`config.mk`:
```
export PLATFORM = sky130hd
export DESIGN_NAME = hmed_ctrl
export DESIGN_NICKNAME = d
export VERILOG_FILES = /design/src/sv/hmed_pkg.sv /design/src/sv/hmed_ctrl.sv
export VERILOG_INCLUDE_DIRS = /design/src /design/src/sv
export SDC_FILE = /design/constraint.sdc
export NUM_CORES = 1
export LEC_CHECK = 0
export BUFFER_PORTS_ARGS = -buffer_cell sky130_fd_sc_hd__buf_2
export CORE_AREA = 4 4 41 43
export DETAILED_ROUTE_END_ITERATION = 8
export DIE_AREA = 0 0 45 47
export PLACE_DENSITY = 0.45
export SLEW_MARGIN = 20
export SYNTH_ARGS = -nofsm -noshare
export SYNTH_HDL_FRONTEND = slang
export SYNTH_SLANG_ARGS = --single-unit
export TNS_END_PERCENT = 20
```
`constraint.sdc`:
```
create_clock -name clock -period 2.3 [get_ports clock]
set_clock_uncertainty 0.15 [all_clocks]
set_input_delay 0.46 -clock clock [delete_from_list [all_inputs] [get_ports clock]]
set_output_delay 0.46 -clock clock [all_outputs]
set_load 0.02 [all_outputs]
```
`src/sv/assert_macros.svh`:
```
// Assertion macros shared by the histogram median RTL.
// No dependencies; included by the modules that carry checks.
`ifndef ASSERT_MACROS_SVH
`define ASSERT_MACROS_SVH

// Same-cycle implication, disabled during reset.
`define ASSERT_IMPL(label, clk, rst, ante, cons) \
   label: assert property (@(posedge clk) disable iff (rst) (ante) |-> (cons)) \
      else $error("same-cycle check failed");

// Next-cycle implication, disabled during reset.
`define ASSERT_NEXT(label, clk, rst, ante, cons) \
   label: assert property (@(posedge clk) disable iff (rst) (ante) |=> (cons)) \
      else $error("next-cycle check failed");

`endif

```
`src/sv/hmed_pkg.sv`:
```
// Types and constants of the histogram median block.
// No dependencies; used by hmed_ctrl, hmed_dp and histogram_median_8bit.
package hmed_pkg;

   localparam int PixWidth   = 8;
   localparam int CountWidth = 20;
   localparam int Bins       = 256;

   typedef logic [PixWidth-1:0]   pix_type;
   typedef logic [CountWidth-1:0] count_type;

   // Pixels beyond this count in one frame are dropped
   localparam count_type MaxPixels = count_type'(524288);

   // Controller to datapath
   typedef struct packed {
      logic accept;   // pixel transfer this cycle
      logic scan;     // read bins in order for the median search
      logic clear;    // end of frame: clear histogram and counters
   } cmd_type;

   // Datapath to controller
   typedef struct packed {
      logic found;    // median bin has been located
   } status_type;

endpackage

```
`src/sv/hmed_ctrl.sv`:
```
// Controller of the histogram median block: frame sequencing and handshake.
// Depends on hmed_pkg and assert_macros.svh.
`include "assert_macros.svh"

module hmed_ctrl (
   input  logic               clock,
   input  logic               reset,
   input  logic               start,
   input  logic               req_last,
   input  hmed_pkg::status_type st,
   output logic               busy,
   output logic               rsp_valid,
   output hmed_pkg::cmd_type  cmd
);
   import hmed_pkg::*;

   typedef enum logic [1:0] {
      ST_RUN,
      ST_DRAIN,
      ST_SCAN,
      ST_EMIT
   } state_type;

   state_type state_ff;
   logic      busy_ff;
   logic      rsp_valid_ff;
   logic      accept;

   assign accept = start & ~busy_ff;

   // Commands are decoded combinationally from the state and the start handshake
   always_comb begin
      cmd.accept = accept;
      cmd.scan   = (state_ff == ST_SCAN);
      cmd.clear  = (state_ff == ST_EMIT);
   end

   // State and registered outputs
   always_ff @(posedge clock) begin
      if (reset) begin
         state_ff     <= ST_RUN;
         busy_ff      <= 1'b0;
         rsp_valid_ff <= 1'b0;
      end else begin
         unique case (state_ff)
            ST_RUN: begin
               if (accept && req_last) begin
                  state_ff <= ST_DRAIN;
                  busy_ff  <= 1'b1;
               end
            end
            ST_DRAIN: begin
               // last pixel's bin update lands this cycle
               state_ff <= ST_SCAN;
            end
            ST_SCAN: begin
               if (st.found) begin
                  state_ff     <= ST_EMIT;
                  rsp_valid_ff <= 1'b1;
               end
            end
            ST_EMIT: begin
               state_ff     <= ST_RUN;
               rsp_valid_ff <= 1'b0;
               busy_ff      <= 1'b0;
            end
            default: begin
               state_ff <= ST_RUN;
            end
         endcase
      end
   end

   assign busy      = busy_ff;
   assign rsp_valid = rsp_valid_ff;

   `ASSERT_NEXT(a_last_sets_busy, clock, reset, accept && req_last, busy_ff)
   `ASSERT_NEXT(a_single_strobe, clock, reset, rsp_valid_ff, !rsp_valid_ff)
   `ASSERT_IMPL(a_strobe_after_found, clock, reset, rsp_valid_ff, $past(st.found))

endmodule

```
==> run summary <==
The run finished with clean final reports. For the worst-skew pair, the clock arrives at the later sink with an insertion delay of 0.24 ns. TritonCTS created 3 clock buffers. The die covers 2120 sq um. The wire length of the first global-routing pass came out at 834 microns. Global routing used 8.19% of the available met2 tracks.

Across the VDD grid, the largest voltage drop is 530 uV. The number of hold-slack violations in the final timing report came out at 0. The average via count per standard cell is 4.15. The synthesized netlist devotes 16.4% of its cell area to compound gates. The I/O pin total is 10. For this run, the register share of the synthesized area comes to 30.9%. The initial detailed-routing violation count is 1. The post-synthesis async set-or-reset flop share came out at 0%. The minimum clock period after layout came out at 1.66 ns. The die is 45 microns wide. The pin count of the biggest net entering global routing came out at 6. The number of synthesized flops with an enable pin is 0. STA classifies the critical path startpoint as a flop. Summing the areas of all fa, ha and maj instances in the mapped netlist gives 19.3% of the synthesized area. The via count of the first global-routing pass is 208. The antenna diode count is 0. The average instance in the mapped netlist occupies 9.59 sq um. The cell area after technology mapping came out at 259 sq um. After clock tree synthesis, the setup repair step added 0 buffers. After Yosys synthesis, XOR and XNOR cells account for 0% of the synthesized area.

The count of endpoints failing setup in the final report is 0. The via total after detailed routing is 220. Once the clock tree was built, the resizer swapped 0 gates to a different size. The overall power of the completed layout came out at 0.393 mW. The critical path's slowest cell is sky130_fd_sc_hd__dfxtp_1.

The share of the clock period used by the worst path after layout came out at 72.0%. The instance count of the mapped netlist is 27. The ratio of total power to cell area came out at 1160 nW/um^2. CTS built an H-tree with a depth of 1. The final critical-path setup slack is 0.645 ns. The largest fanout of any net on the critical path came out at 4. The initial core utilization came out at 19.9%. Before CTS, the worst setup slack after placement is 0.825 ns. The startpoint identified for the worst register-to-register timing path is state_ff[0]$_SDFFE_PP0P_. The count of state elements after synthesis is 4. The total of hold buffers inserted after clock tree synthesis came out at 0. The die outline height came out at 47 microns. The post-route cell area is 338 sq um.

The met1 global-route usage is 5.92%. The post-route setup TNS is 0 ns. TritonCTS built the clock tree. The total number of placement rows is 13. After detailed placement, the design holds a cell count of 50. The number of unique standard cell types used by synthesis is 16.

The placed cell area is 315 sq um. The clock root buffer master is sky130_fd_sc_hd__clkbuf_4. The total congestion overflow after global routing came out at 0. The final number of max-transition violations is 0. After global routing, the most crowded layer is met2. The worst min-delay path class is input port to flop. The highest achievable clock rate is 604 MHz. The required arrival time at the worst endpoint is 1.69 ns. The met3 layer usage reported by global route is 5.75%. At the end of routability-driven placement, the weighted congestion stood at 0.690. The final layout contains routed wiring with a total length of 482 microns. The share of layout cells above drive strength 1 came out at 36.8%. The fraction of the core area covered by cells at the end of the flow is 26.0%. The count of fill cells added during filler insertion is 160. The area added between synthesis and finish is 30.4%. Counting every net in the synthesized netlist gives 36. The critical path endpoint category is an output pin. The overall routing resource usage came out at 6.25%.

Hold timing on the final database bottoms out at a slack of 0.293 ns. The number of antenna violations at the first check in global routing is 0. The average routed wire per standard cell is 9.09 microns. In this run the worst setup path begins at state_ff[0]$_SDFFE_PP0P_. The leakage power of the design is 0.171 nW. The post-synthesis simple-gate area fraction came out at 22.2%. Before antenna repair, the detailed router went through 2 iterations. The number of port buffers is 9. The critical path is of the flop to output pin type. Setup repair after global routing left no endpoint under its margin. The final antenna-violating net count came out at 0. The biggest cell delay along the critical path is 0.30 ns. After floorplanning, the core was sized to cover 1300 sq um. The measured slew at the worst slew-check pin is 0.207 ns. Traced cell by cell, the critical path runs through inv_1 > ha_1 > buf_2. The total of warnings raised by yosys came out at 0. The number of violations of the max-capacitance limit is 0. The multiplexer fraction of the synthesized cell area is 3.86%.

The clock passes through at most 2 buffers. The most used flip-flop cell after synthesis is sky130_fd_sc_hd__dfxtp_1. The number of remaining DRC errors came out at 0. The net total in the final layout came out at 49. The clock sink total is 4. The worst hold path startpoint is reset. The total half-perimeter wirelength after legalization and detailed placement is 411 microns. Excluding fillers, the count of instances in the completed layout stands at 53. By area, the combinational part of the netlist is dominated by simple AND/OR/NAND/NOR gates. The post-CTS clock slew at the launch and capture registers of the worst setup and hold paths is 0.04 ns. Data on the critical path arrives at its endpoint at 1.05 ns. The worst slew margin relative to its limit came out at 86.1%.
cells in the mapped netlist (2+ instances only):
master	n	area (sq um)
sky130_fd_sc_hd__inv_1	2	7.51
sky130_fd_sc_hd__a211oi_1	2	15.0
sky130_fd_sc_hd__nand2b_1	2	12.5
sky130_fd_sc_hd__ha_1	4	50.1
sky130_fd_sc_hd__dfxtp_1	4	80.1
sky130_fd_sc_hd__o21ai_1	2	10.0
sky130_fd_sc_hd__a21oi_1	2	10.0
state kept, by name, indices dropped and copies added, names as in the netlist:
signal     count
rsp_valid      1
state_ff       2
busy           1
logic make-up (layout without fill, tap and decap cells):
kind of cell | after synthesis | after routing
AOI/OAI and AO/OA | 7 | 7
adders and majority gates | 4 | 4
buffers and inverters | 4 | 15
DFF | 4 | 4
muxes | 1 | 1
and+or+nand+nor | 7 | 7
layer usage:
metal | vias up | part of all wire [%]
met1 | 92 | 41
met3 | 2 | 13
met2 | 9 | 44
met5 | - | 0
li1 | 117 | -
met4 | 0 | 1.2
placed cells by master (no fill, tap or decap), types with 2 or more instances in the layout:
cell,synthesis,final
sky130_fd_sc_hd__buf_2,0,9
sky130_fd_sc_hd__ha_1,4,4
sky130_fd_sc_hd__dfxtp_1,4,4
sky130_fd_sc_hd__clkbuf_4,0,3
sky130_fd_sc_hd__inv_1,2,2
sky130_fd_sc_hd__nand2b_1,2,2
sky130_fd_sc_hd__o21ai_1,2,2
sky130_fd_sc_hd__a21oi_1,2,2
sky130_fd_sc_hd__a211oi_1,2,2
critical path, delay by kind of cell (launching register included):
| kind | cells | cell delay (ns) |
|---|---|---|
| flip-flops | 1 | 0.30 |
| buffers and inverters | 2 | 0.29 |
| adder cells (fa/ha/maj) | 1 | 0.22 |
final timing paths:
kind                         endpoint  slack (ns)  cells past startpoint
max                            cmd[1]        0.64                      3
min                 busy$_SDFFE_PP0P_        0.29                      2
max reg2reg  state_ff[0]$_SDFFE_PP0P_        0.84                      5
min reg2reg    rsp_valid$_SDFFE_PP0P_        0.33                      2
layout make-up:
type | instances | area (sq um) | share of cell area [%]
multi-input combinational | 19 | 160 | 47.4
sequential | 4 | 80.1 | 23.7
inverter | 3 | 11.3 | 3.33
timing repair buffer | 9 | 45.0 | 13.3
tap | 15 | 18.8 | 5.56
clock buffer | 3 | 22.5 | 6.67
power breakdown:
group | internal [mW] | leakage [nW] | switching [mW]
Sequential | 0.0957 | 0.0328 | 0.0185
Clock | 0.0583 | 0.0138 | 0.0288
Combinational | 0.0830 | 0.125 | 0.109
No activity file was read; power rests on OpenSTA's default activity.
